===== config.mk =====
export PLATFORM = sky130hd
export DESIGN_NAME = sprite_frame_sequencer
export DESIGN_NICKNAME = d
export VERILOG_FILES = /design/src/sfs_pkg.sv /design/src/sfs_ram.sv /design/src/sfs_ctrl.sv /design/src/sfs_dp.sv /design/src/sprite_frame_sequencer.sv
export SDC_FILE = /design/constraint.sdc
export NUM_CORES = 1
export LEC_CHECK = 0
export BUFFER_PORTS_ARGS = -buffer_cell sky130_fd_sc_hd__buf_2
export CELL_PAD_IN_SITES_DETAIL_PLACEMENT = 2
export CELL_PAD_IN_SITES_GLOBAL_PLACEMENT = 2
export CORE_ASPECT_RATIO = 0.75
export CORE_MARGIN = 2
export CORE_UTILIZATION = 25
export CTS_CLUSTER_DIAMETER = 150
export CTS_CLUSTER_SIZE = 16
export DETAILED_ROUTE_END_ITERATION = 16
export PLACE_DENSITY = 0.61
export SLEW_MARGIN = 20
export SYNTH_ARGS = -nofsm -noshare
export SYNTH_HDL_FRONTEND = slang
export SYNTH_SLANG_ARGS = --single-unit

===== constraint.sdc =====
create_clock -name clk -period 5.4 [get_ports clk]
set_clock_uncertainty 0.1 [all_clocks]
set_input_delay 0.27 -clock clk [delete_from_list [all_inputs] [get_ports clk]]
set_output_delay 0.27 -clock clk [all_outputs]
set_load 0.05 [all_outputs]

===== src/sfs_pkg.sv =====
package sfs_pkg;

  // input item modes
  localparam logic [2:0] MODE_TICK   = 3'd0;
  localparam logic [2:0] MODE_START  = 3'd1;
  localparam logic [2:0] MODE_SET    = 3'd2;
  localparam logic [2:0] MODE_LOOKUP = 3'd3;
  localparam logic [2:0] MODE_WRITE  = 3'd4;

  // animation methods
  localparam logic [2:0] METH_STOP      = 3'd0;
  localparam logic [2:0] METH_FWD_LOOP  = 3'd1;
  localparam logic [2:0] METH_REV_LOOP  = 3'd2;
  localparam logic [2:0] METH_FWD_ONCE  = 3'd3;
  localparam logic [2:0] METH_REV_ONCE  = 3'd4;
  localparam logic [2:0] METH_OSC       = 3'd5;
  localparam logic [2:0] METH_CUST_LOOP = 3'd6;
  localparam logic [2:0] METH_CUST_ONCE = 3'd7;

  // configuration register indexes
  localparam logic [2:0] REG_RANGE_TOP    = 3'd0;
  localparam logic [2:0] REG_RANGE_BOTTOM = 3'd1;
  localparam logic [2:0] REG_INTERVAL     = 3'd2;
  localparam logic [2:0] REG_COLUMN_COUNT = 3'd3;
  localparam logic [2:0] REG_U_STEP       = 3'd4;
  localparam logic [2:0] REG_V_STEP       = 3'd5;
  localparam logic [2:0] REG_BASE_UV      = 3'd6;
  localparam logic [2:0] REG_CUSTOM_LEN   = 3'd7;

  localparam logic [16:0] TICK_MAX  = 17'd131071;
  localparam logic [16:0] UV_MAX    = 17'd131071;
  localparam int          DIV_STEPS = 8;  // one step per pattern bit

  typedef struct packed {
    logic [2:0] mode;
    logic [2:0] method;
    logic [7:0] pattern;
    logic [3:0] table_index;
  } in_item_t;

  typedef struct packed {
    logic [7:0]  current_pattern;
    logic [16:0] tex_u;
    logic [16:0] tex_v;
    logic        animating;
  } out_item_t;

  // controller -> datapath
  typedef struct packed {
    logic load;      // capture accepted item
    logic exec;      // state update, divider init
    logic div_step;  // one restoring division step
    logic mul;       // column and row products
    logic fin;       // base add, saturate, load result register
  } ctl_cmd_t;

endpackage


===== src/sfs_ram.sv =====
module sfs_ram #(
  parameter int WIDTH = 8,
  parameter int DEPTH = 16
) (
  input  logic                                   clk,
  input  logic                                   we,
  input  logic [(DEPTH > 1 ? $clog2(DEPTH) : 1)-1:0] waddr,
  input  logic [WIDTH-1:0]                       wdata,
  input  logic [(DEPTH > 1 ? $clog2(DEPTH) : 1)-1:0] raddr,
  output logic [WIDTH-1:0]                       rdata
);

  logic [WIDTH-1:0] mem [DEPTH];

  always_ff @(posedge clk) begin
    if (we) begin
      mem[waddr] <= wdata;
    end
    rdata <= mem[raddr];
  end

endmodule


===== src/sfs_ctrl.sv =====
module sfs_ctrl (
  input  logic              clk,
  input  logic              rst_n,
  input  logic              in_valid,
  output logic              in_ready,
  output logic              out_valid,
  input  logic              out_ready,
  output sfs_pkg::ctl_cmd_t cmd
);
  import sfs_pkg::*;

  typedef enum logic [4:0] {
    S_IDLE = 5'b00001,
    S_EXEC = 5'b00010,
    S_DIV  = 5'b00100,
    S_MUL  = 5'b01000,
    S_FIN  = 5'b10000
  } state_t;

  localparam int CW = $clog2(DIV_STEPS);

  state_t        state_r, state_nxt;
  logic [CW-1:0] cnt_r, cnt_nxt;
  logic          out_valid_r, out_valid_nxt;
  logic          out_free;

  assign out_free  = !out_valid_r || out_ready;
  assign in_ready  = (state_r == S_IDLE);
  assign out_valid = out_valid_r;

  always_comb begin
    state_nxt    = state_r;
    cnt_nxt      = cnt_r;
    cmd          = '0;
    cmd.load     = in_valid && (state_r == S_IDLE);
    out_valid_nxt = out_valid_r && !out_ready;
    case (state_r)
      S_IDLE: begin
        if (in_valid) begin
          state_nxt = S_EXEC;
        end
      end
      S_EXEC: begin
        cmd.exec  = 1'b1;
        cnt_nxt   = '0;
        state_nxt = S_DIV;
      end
      S_DIV: begin
        cmd.div_step = 1'b1;
        cnt_nxt      = cnt_r + 1'b1;
        if (cnt_r == CW'(DIV_STEPS - 1)) begin
          state_nxt = S_MUL;
        end
      end
      S_MUL: begin
        cmd.mul   = 1'b1;
        state_nxt = S_FIN;
      end
      S_FIN: begin
        // hold until the result register is free
        if (out_free) begin
          cmd.fin       = 1'b1;
          out_valid_nxt = 1'b1;
          state_nxt     = S_IDLE;
        end
      end
      default: begin
        state_nxt = S_IDLE;
      end
    endcase
  end

  always_ff @(posedge clk) begin
    if (!rst_n) begin
      state_r     <= S_IDLE;
      cnt_r       <= '0;
      out_valid_r <= 1'b0;
    end else begin
      state_r     <= state_nxt;
      cnt_r       <= cnt_nxt;
      out_valid_r <= out_valid_nxt;
    end
  end

endmodule


===== src/sfs_dp.sv =====
module sfs_dp #(
  parameter int CUSTOM_DEPTH = 16
) (
  input  logic               clk,
  input  logic               rst_n,
  input  sfs_pkg::ctl_cmd_t  cmd,
  input  sfs_pkg::in_item_t  in_data,
  input  logic               cfg_we,
  input  logic [2:0]         cfg_index,
  input  logic [31:0]        cfg_data,
  output sfs_pkg::out_item_t out_data
);
  import sfs_pkg::*;

  localparam int PW = (CUSTOM_DEPTH > 1) ? $clog2(CUSTOM_DEPTH) : 1;

  // configuration
  logic [7:0]  range_top_r, range_bottom_r;
  logic [15:0] interval_r;
  logic [8:0]  column_count_r;
  logic [16:0] u_step_r, v_step_r;
  logic [31:0] base_uv_r;
  logic [4:0]  custom_len_r;

  // sequencer state
  logic [7:0]  pat_r, pat_nxt;
  logic [2:0]  meth_r, meth_nxt;
  logic        rev_r, rev_nxt;
  logic [16:0] tc_r, tc_nxt;
  logic [PW-1:0] pos_r, pos_nxt;

  in_item_t    item_r;
  logic [7:0]  rd_data;
  logic        tbl_we;

  // divider and products
  logic [7:0]  q_r;
  logic [8:0]  rem_r;
  logic [24:0] pu_r, pv_r;

  logic [7:0]  inc, dec, shown;
  logic [16:0] tc_inc;
  logic [8:0]  len9, next9, cols;
  logic [9:0]  trial;
  logic [25:0] sum_u, sum_v;

  always_ff @(posedge clk) begin
    if (!rst_n) begin
      range_top_r    <= 8'd0;
      range_bottom_r <= 8'd0;
      interval_r     <= 16'd1;
      column_count_r <= 9'd1;
      u_step_r       <= 17'd65536;
      v_step_r       <= 17'd65536;
      base_uv_r      <= 32'd0;
      custom_len_r   <= 5'd0;
    end else if (cfg_we) begin
      case (cfg_index)
        REG_RANGE_TOP:    range_top_r    <= cfg_data[7:0];
        REG_RANGE_BOTTOM: range_bottom_r <= cfg_data[7:0];
        REG_INTERVAL:     interval_r     <= cfg_data[15:0];
        REG_COLUMN_COUNT: column_count_r <= cfg_data[8:0];
        REG_U_STEP:       u_step_r       <= cfg_data[16:0];
        REG_V_STEP:       v_step_r       <= cfg_data[16:0];
        REG_BASE_UV:      base_uv_r      <= cfg_data;
        REG_CUSTOM_LEN:   custom_len_r   <= cfg_data[4:0];
        default: ;
      endcase
    end
  end

  sfs_ram #(
    .WIDTH (8),
    .DEPTH (CUSTOM_DEPTH)
  ) u_tbl (
    .clk   (clk),
    .we    (tbl_we),
    .waddr (PW'(item_r.table_index)),
    .wdata (item_r.pattern),
    .raddr (pos_r),
    .rdata (rd_data)
  );

  assign inc    = pat_r + 8'd1;
  assign dec    = pat_r - 8'd1;
  assign tc_inc = (tc_r != TICK_MAX) ? tc_r + 17'd1 : tc_r;
  assign len9   = (9'(custom_len_r) > 9'(CUSTOM_DEPTH)) ? 9'(CUSTOM_DEPTH)
                                                        : 9'(custom_len_r);
  assign next9  = 9'(pos_r) + 9'd1;

  always_comb begin
    pat_nxt  = pat_r;
    meth_nxt = meth_r;
    rev_nxt  = rev_r;
    tc_nxt   = tc_r;
    pos_nxt  = pos_r;
    tbl_we   = 1'b0;
    if (cmd.exec) begin
      case (item_r.mode)
        MODE_TICK: begin
          tc_nxt = tc_inc;
          if (meth_r != METH_STOP && {1'b0, interval_r} < tc_inc) begin
            tc_nxt = '0;
            case (meth_r)
              METH_FWD_LOOP: pat_nxt = (range_bottom_r > pat_r) ? inc : range_top_r;
              METH_REV_LOOP: pat_nxt = (range_top_r < pat_r) ? dec : range_bottom_r;
              METH_FWD_ONCE: begin
                if (range_bottom_r > pat_r) begin
                  pat_nxt = inc;
                end else begin
                  pat_nxt  = range_bottom_r;
                  meth_nxt = METH_STOP;
                end
              end
              METH_REV_ONCE: begin
                if (range_top_r < pat_r) begin
                  pat_nxt = dec;
                end else begin
                  pat_nxt  = range_top_r;
                  meth_nxt = METH_STOP;
                end
              end
              METH_OSC: begin
                if (rev_r) begin
                  if (range_top_r < pat_r) begin
                    pat_nxt = dec;
                  end else begin
                    pat_nxt = inc;
                    rev_nxt = 1'b0;
                  end
                end else begin
                  if (range_bottom_r > pat_r) begin
                    pat_nxt = inc;
                  end else begin
                    pat_nxt = dec;
                    rev_nxt = 1'b1;
                  end
                end
              end
              METH_CUST_LOOP, METH_CUST_ONCE: begin
                if (len9 != 9'd0) begin
                  pat_nxt = (9'(pos_r) < 9'(CUSTOM_DEPTH)) ? rd_data : 8'd0;
                  pos_nxt = PW'(next9);
                  if (next9 >= len9) begin
                    pos_nxt = '0;
                    if (meth_r == METH_CUST_ONCE) begin
                      meth_nxt = METH_STOP;
                    end
                  end
                end
              end
              default: ;
            endcase
          end
        end
        MODE_START: begin
          meth_nxt = item_r.method;
          rev_nxt  = 1'b0;
        end
        MODE_SET: begin
          pat_nxt = item_r.pattern;
        end
        MODE_WRITE: begin
          tbl_we = (9'(item_r.table_index) < 9'(CUSTOM_DEPTH));
        end
        default: ;
      endcase
    end
  end

  assign shown = (item_r.mode == MODE_LOOKUP) ? item_r.pattern : pat_nxt;

  always_ff @(posedge clk) begin
    if (!rst_n) begin
      pat_r  <= 8'd0;
      meth_r <= METH_FWD_LOOP;
      rev_r  <= 1'b0;
      tc_r   <= '0;
      pos_r  <= '0;
    end else begin
      pat_r  <= pat_nxt;
      meth_r <= meth_nxt;
      rev_r  <= rev_nxt;
      tc_r   <= tc_nxt;
      pos_r  <= pos_nxt;
    end
  end

  // restoring divide: q = pattern / cols, rem = pattern % cols
  assign cols  = (column_count_r == 9'd0) ? 9'd1 : column_count_r;
  assign trial = {rem_r, q_r[7]};

  always_ff @(posedge clk) begin
    if (cmd.load) begin
      item_r <= in_data;
    end
    if (cmd.exec) begin
      q_r   <= shown;
      rem_r <= '0;
    end else if (cmd.div_step) begin
      if (trial >= {1'b0, cols}) begin
        rem_r <= 9'(trial - {1'b0, cols});
        q_r   <= {q_r[6:0], 1'b1};
      end else begin
        rem_r <= trial[8:0];
        q_r   <= {q_r[6:0], 1'b0};
      end
    end
    if (cmd.mul) begin
      pu_r <= 25'(rem_r[7:0]) * 25'(u_step_r);
      pv_r <= 25'(q_r) * 25'(v_step_r);
    end
  end

  // q_r still holds the displayed pattern's row after the divide
  assign sum_u = 26'(base_uv_r[31:16]) + 26'(pu_r);
  assign sum_v = 26'(base_uv_r[15:0]) + 26'(pv_r);

  always_ff @(posedge clk) begin
    if (cmd.fin) begin
      out_data.current_pattern <= item_r.mode == MODE_LOOKUP ? item_r.pattern : pat_r;
      out_data.tex_u           <= (sum_u > 26'(UV_MAX)) ? UV_MAX : sum_u[16:0];
      out_data.tex_v           <= (sum_v > 26'(UV_MAX)) ? UV_MAX : sum_v[16:0];
      out_data.animating       <= (meth_r != METH_STOP);
    end
  end

endmodule


===== src/sprite_frame_sequencer.sv =====
// Sprite-sheet frame sequencer. Each input transaction is a frame tick, a start
// command with an animation method, a set-pattern command, a UV lookup of any
// pattern, or a write of one custom-order table slot; every transaction returns
// exactly one result: the pattern shown (or the looked-up pattern), its UV corner
// in Q1.16 (base + column * u_step, base + row * v_step, saturated at 0x1FFFF),
// and an animating flag. A tick bumps a saturating counter (it counts even while
// stopped); once the counter exceeds interval_frames the pattern steps per the
// active method and the counter clears. Configuration registers (index: name):
// 0 range_top, 1 range_bottom, 2 interval_frames, 3 column_count (0 acts as 1),
// 4 u_step, 5 v_step, 6 base_uv (u in 31:16, v in 15:0), 7 custom_length; write
// them only while no transaction is in flight. Custom table slots power up
// undefined: write every slot a custom method will visit before using it.
// Sequence: the accepting edge captures the transaction, then the sequencer
// state is updated, the bit-serial restoring divider splits the pattern into
// column and row, the two UV multiplies run, and the base add and saturation
// load the result once the output register is free. in_ready is low from
// acceptance until the result is loaded into the output register and rises as
// it is loaded, so at most one transaction is in the datapath; a result
// waiting on out_ready does not stop the next transaction from being accepted.
module sprite_frame_sequencer #(
  parameter int CUSTOM_DEPTH = 16
) (
  input  logic               clk,
  input  logic               rst_n,
  input  logic               in_valid,
  output logic               in_ready,
  input  sfs_pkg::in_item_t  in_data,
  output logic               out_valid,
  input  logic               out_ready,
  output sfs_pkg::out_item_t out_data,
  input  logic               cfg_valid,
  output logic               cfg_ready,
  input  logic [2:0]         cfg_index,
  input  logic [31:0]        cfg_data
);
  import sfs_pkg::*;

  ctl_cmd_t cmd;

  // register writes are never stalled
  assign cfg_ready = 1'b1;

  sfs_ctrl u_ctrl (
    .clk       (clk),
    .rst_n     (rst_n),
    .in_valid  (in_valid),
    .in_ready  (in_ready),
    .out_valid (out_valid),
    .out_ready (out_ready),
    .cmd       (cmd)
  );

  sfs_dp #(
    .CUSTOM_DEPTH (CUSTOM_DEPTH)
  ) u_dp (
    .clk       (clk),
    .rst_n     (rst_n),
    .cmd       (cmd),
    .in_data   (in_data),
    .cfg_we    (cfg_valid && cfg_ready),
    .cfg_index (cfg_index),
    .cfg_data  (cfg_data),
    .out_data  (out_data)
  );

endmodule


* Word level (Yosys, flattened, before mapping)
Memory sizes are Yosys's and may differ from the RTL's. A register that Yosys moved wholly into a read port is not among the register bits.
Index checks and enable logic that the tools add are counted.
** Storage, ports and cells
- Register bits after elaboration :: 282
- Memories :: 1
- Word-level logic and storage cells :: 164
- RAM bits :: 128
- Input port bits :: 58
** Memory list
- u_dp.u_tbl.mem :: depth 16, bits a word 8, rd ports 1, clocked after memory_dff 1, wr ports 1, line sfs_ram.sv:13 : logic [WIDTH-1:0] mem [DEPTH];
** Cells by class
- Reductions and logical operators :: 28
- Add/subtract/negate cells :: 8
- Order comparisons :: 8
- Multiply operators :: 2
- Equal/unequal tests :: 36
- Mux-type cells :: 53
** Operator list (count)
- $mux W8 :: 14
- $add A16 B25 Y26 :: 2
- $gt A26 B17 Y1 const B :: 2
- $mul A8 B17 Y25 :: 2
- $pmux W8 S6 :: 1
- $mux W17 :: 2
- $eq A3 B3 Y1 const B :: 10
- $pmux W5 S5 :: 1
- $mux W5 :: 4
- $eq A3 B2 Y1 const B :: 6
- $mux W3 :: 6
- $mux W9 :: 2
- $reduce_and A2 Y1 :: 9
- $add A17 B1 Y17 const B :: 1
- $lt A16 B17 Y1 :: 1
- $mux W1 :: 17
- $ne A17 B17 Y1 const B :: 1
- $pmux W8 S2 :: 1
- $pmux W3 S2 :: 2
- $ge A10 B9 Y1 :: 1
- $eq A3 B1 Y1 const B :: 3
- $ge A9 B9 Y1 :: 1
- $logic_not A9 Y1 :: 1
- $ne A3 B2 Y1 const B :: 3
- other kinds (32) :: 42

* Longest topological paths before layout
Gate-level depths: netlist of the first run.
- Word-level depth :: 10
- Mapped depth :: 19
- Depth with buffers taken out :: 18

* Hierarchy
Synthesis of the first run repeated with hierarchy kept, for this count alone.
** Unflattened totals
- Cell total of the unflattened synthesis :: 2850
- Area total of the unflattened synthesis :: 28242.1 um2
** By module, submodules not included
- sfs_dp :: area an instance 22555.4 um2, instances 1, cells each 2558, sequential area each 6656.4 um2
- sfs_ram :: area an instance 5147.4 um2, instances 1, cells each 229, sequential area each 4003.8 um2
- sfs_ctrl :: area an instance 528.0 um2, instances 1, cells each 61, sequential area each 180.2 um2
- sprite_frame_sequencer :: area an instance 11.3 um2, instances 1, cells each 2, sequential area each 0.0 um2

* Least setup slack after synthesis of the first run
Ideal clock, no wire load.
- Kind :: register -> register
- From :: register u_dp.q_r[7]
- To :: register u_dp.pv_r[24] (data pin)
- Setup time :: 0.260 ns
- Data required time :: 5.040 ns
- Path slack :: 0.166 ns
- Cell stages (with the launch flop) :: 17
- Arrival :: 4.874 ns
- Cells stage by stage :: edfxtp_1 > and2_1 > fa_1 > fa_1 > fa_1 > inv_1 > fa_1 > inv_1 > ha_1 > a2111oi_0 > o21ai_0 > and3_1 > a311o_1 > a221o_1 > a31oi_1 > o21bai_1 > xnor2_1
** On the way
- Cells in the longest elaborated chain, start to end :: 1
** RTL lines
- from (decl) :: line sfs_dp.sv:37 : logic [7:0] q_r;
- from (signal assigned) :: line sfs_dp.sv:198 : q_r <= shown;
- from (signal assigned) :: line sfs_dp.sv:203 : q_r <= {q_r[6:0], 1'b1};
- from (signal assigned) :: line sfs_dp.sv:206 : q_r <= {q_r[6:0], 1'b0};
- $mul A8 B17 Y25 :: line sfs_dp.sv:211 : pv_r <= 25'(q_r) * 25'(v_step_r);
- to (signal assigned) :: line sfs_dp.sv:211
- to (decl) :: line sfs_dp.sv:39 : logic [24:0] pu_r, pv_r;
Every way passes these cells.
A chain may end at the register's enable or synchronous reset.

* Worst setup path after layout of the first run
- From :: register u_dp.q_r[4]
- To :: register u_dp.pv_r[24] (data pin)
The elaborated chain is that of the path after synthesis.

==> impl_metrics.json, run 1 <==
{
  "outcome": "finished, final reports clean",
  "end_kind": "flop",
  "top_usage_layer": "met2",
  "synthArstFlopShare": 0,
  "dieArea_um2": 116000,
  "p_int_mw": 4.97,
  "setup_viol": 0,
  "pwr-share-comb": 0.168,
  "core_um2": 112000,
  "ys_seq_area_frac": 0.383,
  "p_per_area_nw_per_um2": 212,
  "gp_congestion": 0.818,
  "grt_max_degree": 74,
  "firstDrtPassIters": 5,
  "pwr-share-clk": 0.328,
  "cts_tree": "done",
  "place_area_um2": 31400,
  "final_area_um2": 33300,
  "cp_max_fo": 3,
  "area_growth_pct": 17.4,
  "cts_made_buffers": 30,
  "met1_usage": 0.239,
  "syn_nets": 3267,
  "p_total_mw": 7.04,
  "post-route-util": 0.297,
  "final_common_cell": "nand2_1",
  "wl_per_cell_um": 20.3,
  "track_usage": 0.161,
  "hp-class": "input pin to flop",
  "crit_slowest_cell": "fa_1",
  "crit_path_cell_trace": "buf_6 -> and2_4 -> fa_1 -> fa_1 -> fa_1 -> inv_2 -> fa_1 -> inv_2 -> ha_4 -> buf_6 -> or2_4 -> o22a_1 -> and3_4 -> a311o_1 -> a221o_1 -> a31oi_1 -> o21bai_1 -> xnor2_1",
  "path_class": "flop to flop",
  "yosys.cell_types.count": 82,
  "synthFlopType": "edfxtp_1",
  "met3_usage": 0.0195,
  "required_ns": 5.68,
  "remaining_drc_errors": 0,
  "overflow": 0,
  "drive_gt1_frac": 0.136,
  "portBuffers": 102,
  "initial_core_util": 0.253,
  "netlist_area_um2": 28300,
  "crit_arrival_ns": 5.55,
  "num_rows": 106,
  "fin_setup_tns_ns": 0,
  "cts_htree_levels": 1,
  "pwr-share-seq": 0.504,
  "first_global_vias": 23549,
  "sw_frac_of_total": 0.294,
  "die_h_um": 296,
  "rsz0062_at_grt": "yes",
  "syn_inst": 2854,
  "hpwl_mm": 72.1,
  "worst_path_largest_cell_delay_ns": 0.57,
  "final_nets": 3495,
  "die_width_um": 393,
  "ys_ff_latch": 418,
  "final_cell_mix": "nand2_1, inv_1, edfxtp_1, a21oi_1, fa_1",
  "switchingPower_mw": 2.07,
  "path_buf_inv": 4,
  "antenna_left": 0,
  "path_clk_slew_ns": 0.09,
  "wl_mm": 93.8,
  "avgSynthCellArea_um2": 9.93,
  "vias_per_cell": 4.70,
  "grt_use_met2": 0.251,
  "yosysWarnings": 0,
  "cpMostUsedCell": "fa_1",
  "antenna_found_initial": 6,
  "worstSkewPairLatency_ns": 0.66,
  "max_cap_viol_count": 0,
  "max_slew_margin": 0.281,
  "critPathLaunchType": "flop",
  "worst_pin_slew_ns": 1.08,
  "period_share": 0.976,
  "io_pins": 104,
  "cts_sinks": 418,
  "grt_pass1_wl_mm": 145,
  "drt_iter0_drc": 1195,
  "cts_max_path_buffers": 3,
  "clockRootBuffer": "clkbuf_16",
  "hold_viol_final": 0,
  "synth_edf_count": 247,
  "path_delay_family": "adder cells",
  "drv_slew": 0,
  "p_leak_nw": 13.2,
  "fmax_ghz": 0.190,
  "vdd.ir_drop.worst_mv": 0.259,
  "post-route-min-period_ns": 5.27,
  "vias": 21721
}
tightest hold or removal path, stage by stage:
cell and delay, ns:
buf_2 0.17, nor3_1 0.19, nand2_1 0.11, a21oi_1 0.06
worst paths after layout:
| check | depth (start not counted) | slack (ns) | startpoint | end |
|---|---|---|---|---|
| worst max-delay path | 18 | 0.13 | u_dp.q_r[4]$_DFFE_PP_ | u_dp.pv_r[24]$_DFFE_PP_ |
| worst min-delay path | 4 | 0.09 | cfg_index[2] | u_dp.range_top_r[4]$_SDFFE_PN0P_ |
| worst max register to register | 18 | 0.13 | u_dp.q_r[4]$_DFFE_PP_ | u_dp.pv_r[24]$_DFFE_PP_ |
| worst min register to register | 2 | 0.37 | u_dp.base_uv_r[10]$_SDFFE_PN0P_ | u_dp.base_uv_r[10]$_SDFFE_PN0P_ |
metrics by stage:
stage / worst slack, ns / hold WS [ns] / cells
2_1_floorplan: 0.166 / 0.269 / 2854
3_3_place_gp: -0.197 / 0.346 / 4489
3_5_place_dp: -0.179 / 0.349 / 4489
4_1_cts: 0.000150 / 0.0231 / 4605
5_1_grt: -0.0471 / 0.0931 / 4620
6_report: 0.132 / 0.0902 / 4620
synthesized netlist by cell type, drive strengths merged (11+ instances only):
library cell	number	area share
a211oi	27	0.0073
a21o	30	0.0079
a21oi	207	0.037
a22oi	13	0.0034
a31oi	16	0.0035
and2	179	0.040
and3	15	0.0033
clkbuf	105	0.014
dfxtp	171	0.12
edfxtp	247	0.26
fa	183	0.13
ha	172	0.076
inv	278	0.037
mux2i	35	0.012
mux4	40	0.032
nand2	406	0.054
nand2b	15	0.0033
nand3	67	0.012
nand3b	13	0.0034
nand4	18	0.0044
nor2	131	0.017
nor2b	23	0.0051
nor3	61	0.011
o211ai	22	0.0063
o21a	21	0.0056
o21ai	90	0.016
o21bai	14	0.0037
or2	11	0.0025
or3	24	0.0053
xnor2	70	0.022
xor2	22	0.0068
cell type report:
type,count,area [um2]
well taps,1512,1890
clock inverters,2,46.3
multi-input cells,2041,16300
fillers,12484,78700
flip-flops and latches,418,10900
inverters,280,1050
diodes,3,7.51
repair buffers,311,2300
clock buffers,53,837
state kept, by name (all words and copies together) (netlist names), 8 cells and up:
name,flops
u_dp.u_tbl.mem,128
u_dp.out_data,43
u_dp.base_uv_r,32
u_dp.pu_r,25
u_dp.pv_r,25
u_dp.item_r,18
u_dp.tc_r,17
u_dp.u_step_r,17
u_dp.v_step_r,17
u_dp.interval_r,16
u_dp.column_count_r,9
u_dp.rem_r,9
u_dp.pat_r,8
u_dp.q_r,8
u_dp.range_bottom_r,8
u_dp.range_top_r,8
u_dp.u_tbl.rdata,8
power groups by stage:
stage / Combinational (mW) / Sequential [mW] / Clock [mW]
finish: 1.18 / 3.55 / 2.31
global route: 1.32 / 3.56 / 2.49
CTS: 1.18 / 3.55 / 2.39
detailed placement: 1.13 / 3.62 / 0
global placement: 1.12 / 3.62 / 0
floorplan: 0.686 / 3.59 / 0
logic make-up (layout without fill, tap and decap cells):
group                      after synthesis  after routing  synth area share
other                                    1              4          0.000132
AOI/OAI and AO/OA                      516            516             0.114
xor gates and xnor gates                92             92            0.0284
DFF                                    418            418             0.383
buffers and inverters                  395            646            0.0525
adders and majority gates              355            355             0.205
and+or+nand+nor                        995            995             0.170
muxes                                   82             82            0.0471
layer usage:
layer / wire (um) / share of wire
met3: 3240 / 0.035
met5: 0 / 0
met1: 48200 / 0.51
met2: 40400 / 0.43
met4: 1960 / 0.021
timing repair:
| item | CTS | global route |
|---|---|---|
| cloned | 0 | 1 |
| resized for setup | 20 | 61 |
| endpoints found under the setup margin | 1 | 14 |
| hold endpoints to repair | 126 | 0 |
| pin swaps | 27 | 47 |
| hold buffers | 55 | 0 |
| buffers inserted | 6 | 11 |
No activity file was read; power rests on OpenSTA's default activity.
==> run 2: changes to the inputs <==
- HOLD_SLACK_MARGIN: not set -> 0.15
- PLACE_DENSITY: 0.61 -> not set
- PLACE_DENSITY_LB_ADDON: not set -> 0.05
- SLEW_MARGIN: 20 -> not set
==> run 2 against run 1 <==
  * Critical path depth stayed put
  * Register-to-register slack hardly changed
  * Sequential share of layout area barely moved
  * Routed wire length up 6.4%
==> impl_metrics.json, run 2 (same netlist as run 1, synthesis figures left out) <==
{
  "outcome": "finished, final reports clean",
  "hold_viol_final": 0,
  "drive_gt1_frac": 0.136,
  "max_cap_viol_count": 0,
  "cts_max_path_buffers": 3,
  "cts_sinks": 418,
  "dieArea_um2": 116000,
  "setup_viol": 0,
  "p_per_area_nw_per_um2": 213,
  "core_um2": 112000,
  "placed_cells": 4495,
  "clockRootBuffer": "clkbuf_16",
  "p_leak_nw": 13.2,
  "min_to": "u_dp.column_count_r[0]$_SDFFE_PN1P_",
  "rsz0062_at_grt": "yes",
  "vias_per_cell": 4.69,
  "largest_reg_flops": 128,
  "fillers": 12290,
  "grt_pass1_wl_mm": 153,
  "hp-class": "input pin to flop",
  "antenna_left": 0,
  "reg2reg_slack_ns": 0.13,
  "die_width_um": 393,
  "first_global_vias": 24226,
  "crit_arrival_ns": 5.56,
  "final_cell_mix": "nand2_1, inv_1, edfxtp_1, a21oi_1, fa_1",
  "grt_max_degree": 62,
  "cpMostUsedCell": "fa_1",
  "path_clk_slew_ns": 0.09,
  "worst_pin_slew_ns": 1.09,
  "io_pins": 104,
  "critPathLaunchType": "flop",
  "cts_made_buffers": 30,
  "worst_path_largest_cell_delay_ns": 0.55,
  "wl_mm": 99.8,
  "post-route-util": 0.297,
  "end_kind": "flop",
  "crit_slowest_cell": "fa_1",
  "required_ns": 5.69,
  "drt_iter0_drc": 896,
  "num_rows": 106,
  "cts_tree": "done",
  "max_slew_margin": 0.273,
  "path_class": "flop to flop",
  "worstSkewPairLatency_ns": 0.66,
  "reg.largest.list": "u_dp.u_tbl.mem: 128 flops, u_dp.out_data: 43 flops, u_dp.base_uv_r: 32 flops",
  "hold_start": "cfg_index[1]",
  "vias": 21689,
  "fmax_ghz": 0.190,
  "antenna_found_initial": 6,
  "overflow": 0,
  "reg2reg_from": "u_dp.q_r[4]$_DFFE_PP_",
  "cp_max_fo": 2,
  "hold_depth": 4,
  "drv_slew": 0,
  "remaining_drc_errors": 0,
  "area_growth_pct": 17.3,
  "wl_per_cell_um": 21.6,
  "largest_register": "u_dp.u_tbl.mem",
  "track_usage": 0.173,
  "layoutNonFillerInstCount": 4621,
  "initial_core_util": 0.253,
  "period_share": 0.977,
  "post-route-min-period_ns": 5.27,
  "vdd.ir_drop.worst_mv": 0.222,
  "hold_ws_ns": 0.205,
  "firstDrtPassIters": 5,
  "die_h_um": 296,
  "gp_congestion": 0.838,
  "crit_path_cell_trace": "buf_6 -> and2_4 -> fa_1 -> fa_1 -> fa_1 -> inv_1 -> fa_1 -> inv_2 -> ha_4 -> a2111oi_4 -> buf_4 -> o21ai_2 -> and3_1 -> a311o_1 -> a221o_1 -> a31oi_1 -> o21bai_1 -> xnor2_1",
  "final_common_cell": "nand2_1",
  "reg2reg_depth": 18,
  "cts_htree_levels": 1,
  "final_nets": 3498,
  "worstReg2RegEnd": "u_dp.pv_r[24]$_DFFE_PP_",
  "hpwl_mm": 77.4,
  "portBuffers": 102
}
## run 2: how the worst max path moves through the flow
stage | cells after the start | from | slack (ns) | endpoint
after detailed placement | 17 | u_dp.q_r[7]$_DFFE_PP_ | -0.22 | u_dp.pv_r[24]$_DFFE_PP_
after global placement | 17 | u_dp.q_r[7]$_DFFE_PP_ | -0.18 | u_dp.pv_r[24]$_DFFE_PP_
final | 18 | u_dp.q_r[4]$_DFFE_PP_ | 0.13 | u_dp.pv_r[24]$_DFFE_PP_
after global routing | 18 | u_dp.q_r[4]$_DFFE_PP_ | -0.09 | u_dp.pv_r[24]$_DFFE_PP_
after CTS | 18 | u_dp.q_r[4]$_DFFE_PP_ | -0.02 | u_dp.pv_r[24]$_DFFE_PP_
after floorplan | 16 | u_dp.q_r[7]$_DFFE_PP_ | 0.17 | u_dp.pv_r[24]$_DFFE_PP_
## run 2: per-stage QoR
stage          setup slack (ns)  TNS [ns]  instance area, um2  power (mW)
2_1_floorplan             0.166         0               28300        4.27
3_3_place_gp             -0.179    -0.179               31400        4.74
3_5_place_dp             -0.223    -0.235               31400        4.77
4_1_cts                 -0.0188   -0.0188               32900        7.19
5_1_grt                 -0.0937    -0.250               33200        7.45
6_report                  0.127         0               33200        7.07
## run 2: timing repair
item	CTS	global route
buffers inserted	2	12
setup endpoints to repair	4	21
resized for setup	11	63
hold buffers	56	0
hold endpoints to repair	143	0
pin swaps	9	47
## run 2: layer usage
metal,global-route usage,vias to the layer above,routed length [um]
li1,-,10272,-
met1,0.251,11115,50900
met2,0.282,232,44800
met3,0.0167,70,2570
met4,0.0273,0,1550
met5,0,-,0
## run 2: layout make-up
type                            count  area (um2)  area share
Antenna cell                        2        5.00    0.000151
Clock buffer                       52         855      0.0257
Clock inverter                      2        41.3     0.00124
Sequential cell                   418       10900       0.327
Tap cell                         1512        1890      0.0569
Timing Repair Buffer              314        2290      0.0690
Inverter                          280        1050      0.0317
Multi-Input combinational cell   2041       16200       0.489
## run 2: report_power, final
group          switching (mW)  internal, mW  leakage [nW]
Combinational           0.727         0.443          9.12
Clock                    1.26          1.08         0.424
Sequential              0.102          3.46          3.65
## run 2: worst max-delay path: cells and delay by family (launching register included)
| family | cells | cell delay (ns) |
|---|---|---|
| and+or+nand+nor | 2 | 0.32 |
| adders and majority gates | 5 | 2.22 |
| AOI/OAI and AO/OA | 6 | 1.35 |
| DFF | 1 | 0.44 |
| buffers and inverters | 4 | 0.43 |
| xor gates and xnor gates | 1 | 0.13 |
==> run 3: changes to the inputs <==
- clock period: 5.4 -> 5.46 ns (I/O delays scaled with it)
==> run 3 against run 2 <==
  * Register-to-register slack gained 0.03 ns
  * Setup slack better by 0.030 ns
  * Combinational power is essentially flat
  * Total power is 1.2% lower
  * Final cell count down 0.19%
  * First-iteration DRC count increased by 11%
  * Critical path depth unchanged
  * Core utilization about the same
  * Cell area fell by 0.11%
  * Routed wire length is 0.73% higher
  * Critical path type unchanged
==> impl_metrics.json, run 3 (same netlist as run 1, synthesis figures left out) <==
{
  "path_class": "flop to flop",
  "post-route-min-period_ns": 5.30,
  "hold_viol_final": 0,
  "antenna_found_initial": 10,
  "crit_path_start": "u_dp.q_r[5]$_DFFE_PP_",
  "crit_arrival_ns": 5.60,
  "worst_pin_slew_ns": 1.22,
  "cts_tree": "done",
  "drv_slew": 0,
  "largest_register": "u_dp.u_tbl.mem",
  "p_per_area_nw_per_um2": 210,
  "path_buf_inv": 4,
  "regArea_um2": 10900,
  "max_cap_viol_count": 0,
  "place_area_um2": 31300,
  "cts_sinks": 418,
  "cp.depth": 18,
  "reg.largest.list": "u_dp.u_tbl.mem: 128 flops, u_dp.out_data: 43 flops, u_dp.base_uv_r: 32 flops",
  "reg2reg_depth": 18,
  "period_share": 0.971,
  "remaining_drc_errors": 0,
  "crit_path_cell_trace": "buf_6 -> and2_4 -> fa_1 -> fa_1 -> fa_1 -> inv_2 -> fa_1 -> inv_2 -> ha_4 -> buf_4 -> or2_4 -> o22a_1 -> and3_4 -> a311o_1 -> a221o_1 -> a31oi_1 -> o21bai_1 -> xnor2_1",
  "wl_per_cell_um": 21.8,
  "vias_per_cell": 4.73,
  "p_leak_nw": 13.1,
  "critPathCapture": "u_dp.pv_r[24]$_DFFE_PP_",
  "path_delay_family": "adder cells",
  "reg2reg_slack_ns": 0.16,
  "num_rows": 106,
  "reg2reg_from": "u_dp.q_r[5]$_DFFE_PP_",
  "cts_htree_levels": 1,
  "cpMostUsedCell": "fa_1",
  "overflow": 0,
  "gp_congestion": 0.829,
  "crit_slowest_cell": "fa_1",
  "worstReg2RegEnd": "u_dp.pv_r[24]$_DFFE_PP_",
  "initial_core_util": 0.253,
  "dieArea_um2": 116000,
  "p_total_mw": 6.99,
  "end_kind": "flop",
  "io_pins": 104,
  "final_common_cell": "nand2_1",
  "setup_viol": 0,
  "area_growth_pct": 17.2,
  "hp-class": "input pin to flop",
  "place_ws_ns": -0.155,
  "grt_max_degree": 63,
  "fillers": 12386,
  "drive_gt1_frac": 0.132,
  "outcome": "finished, final reports clean",
  "clockRootBuffer": "clkbuf_16",
  "die_h_um": 296,
  "worst_path_largest_cell_delay_ns": 0.53,
  "vdd.ir_drop.worst_mv": 0.225,
  "largest_reg_flops": 128,
  "firstDrtPassIters": 5,
  "drt_iter0_drc": 997,
  "post-route-util": 0.297,
  "cp_max_fo": 4,
  "fmax_ghz": 0.189,
  "antenna_left": 0,
  "worstSkewPairLatency_ns": 0.67,
  "critPathLaunchType": "flop",
  "vias": 21823,
  "wl_mm": 101,
  "cts_max_path_buffers": 3,
  "worst_slack_ns": 0.157,
  "required_ns": 5.75,
  "hpwl_mm": 77.4,
  "first_global_vias": 24312,
  "grt_pass1_wl_mm": 153,
  "final_area_um2": 33200,
  "multi_input_area_um2": 16300,
  "final_cell_mix": "nand2_1, inv_1, edfxtp_1, a21oi_1, fa_1",
  "cts_made_buffers": 30,
  "track_usage": 0.173,
  "max_slew_margin": 0.180,
  "core_um2": 112000,
  "final_nets": 3489,
  "path_clk_slew_ns": 0.09,
  "die_width_um": 393,
  "portBuffers": 102
}
[run 3: repair_timing]
item                                    in CTS  in global routing
hold buffers                                58                  0
hold endpoints to repair                   150                  0
pin swaps                                    6                 42
cloned                                       0                  1
setup buffers                                4                 13
resized for setup                            9                 67
endpoints found under the setup margin       3                 15
[run 3: worst min-delay path by stage]
stage                                               from                             endpoint  slack, ns  cells past startpoint
after floorplan                               in_data[0]             u_dp.item_r[0]$_DFFE_PP_       0.27                      0
after global placement    u_dp.base_uv_r[3]$_SDFFE_PN0P_       u_dp.base_uv_r[3]$_SDFFE_PN0P_       0.35                      2
after detailed placement                      in_data[1]             u_dp.item_r[1]$_DFFE_PP_       0.35                      1
after CTS                                      cfg_valid     u_dp.range_top_r[0]$_SDFFE_PN0P_       0.16                      5
after global routing                         in_data[14]            u_dp.item_r[14]$_DFFE_PP_       0.18                      2
final                                          cfg_valid  u_dp.column_count_r[0]$_SDFFE_PN1P_       0.20                      4
[run 3: stage by stage]
| step | hold slack [ns] | std cells | TNS [ns] |
|---|---|---|---|
| 2_1_floorplan | 0.272 | 2854 | 0 |
| 3_3_place_gp | 0.348 | 4481 | -0.123 |
| 3_5_place_dp | 0.351 | 4481 | -0.263 |
| 4_1_cts | 0.155 | 4597 | 0 |
| 5_1_grt | 0.177 | 4612 | -0.0416 |
| 6_report | 0.201 | 4612 | 0 |
[run 3: cell type report]
| class | count | share of cell area |
|---|---|---|
| tap | 1512 | 0.0570 |
| antenna | 2 | 0.000151 |
| clock inverter | 3 | 0.00143 |
| timing repair buffer | 305 | 0.0678 |
| sequential | 418 | 0.327 |
| clock buffer | 51 | 0.0250 |
| inverter | 280 | 0.0317 |
| multi-input combinational | 2041 | 0.490 |
[run 3: report_power, final]
group | total [mW] | internal [mW] | switching (mW)
registers | 3.52 | 3.42 | 0.104
clock network | 2.30 | 1.04 | 1.25
logic | 1.17 | 0.438 | 0.730
total | 6.99 | 4.90 | 2.09
[run 3: worst min-delay path: cells and delay by family]
kind | cells | cell delay [ns]
buffers and inverters | 1 | 0.15
AND/OR/NAND/NOR | 3 | 0.52
[run 3: layer usage]
layer  up-vias  track usage  routed length [um]
li1      10253            -                   -
met1     11277        0.249               51200
met2       224        0.283               45500
met3        69       0.0172                2410
met4         0       0.0278                1480
met5         -            0                   0
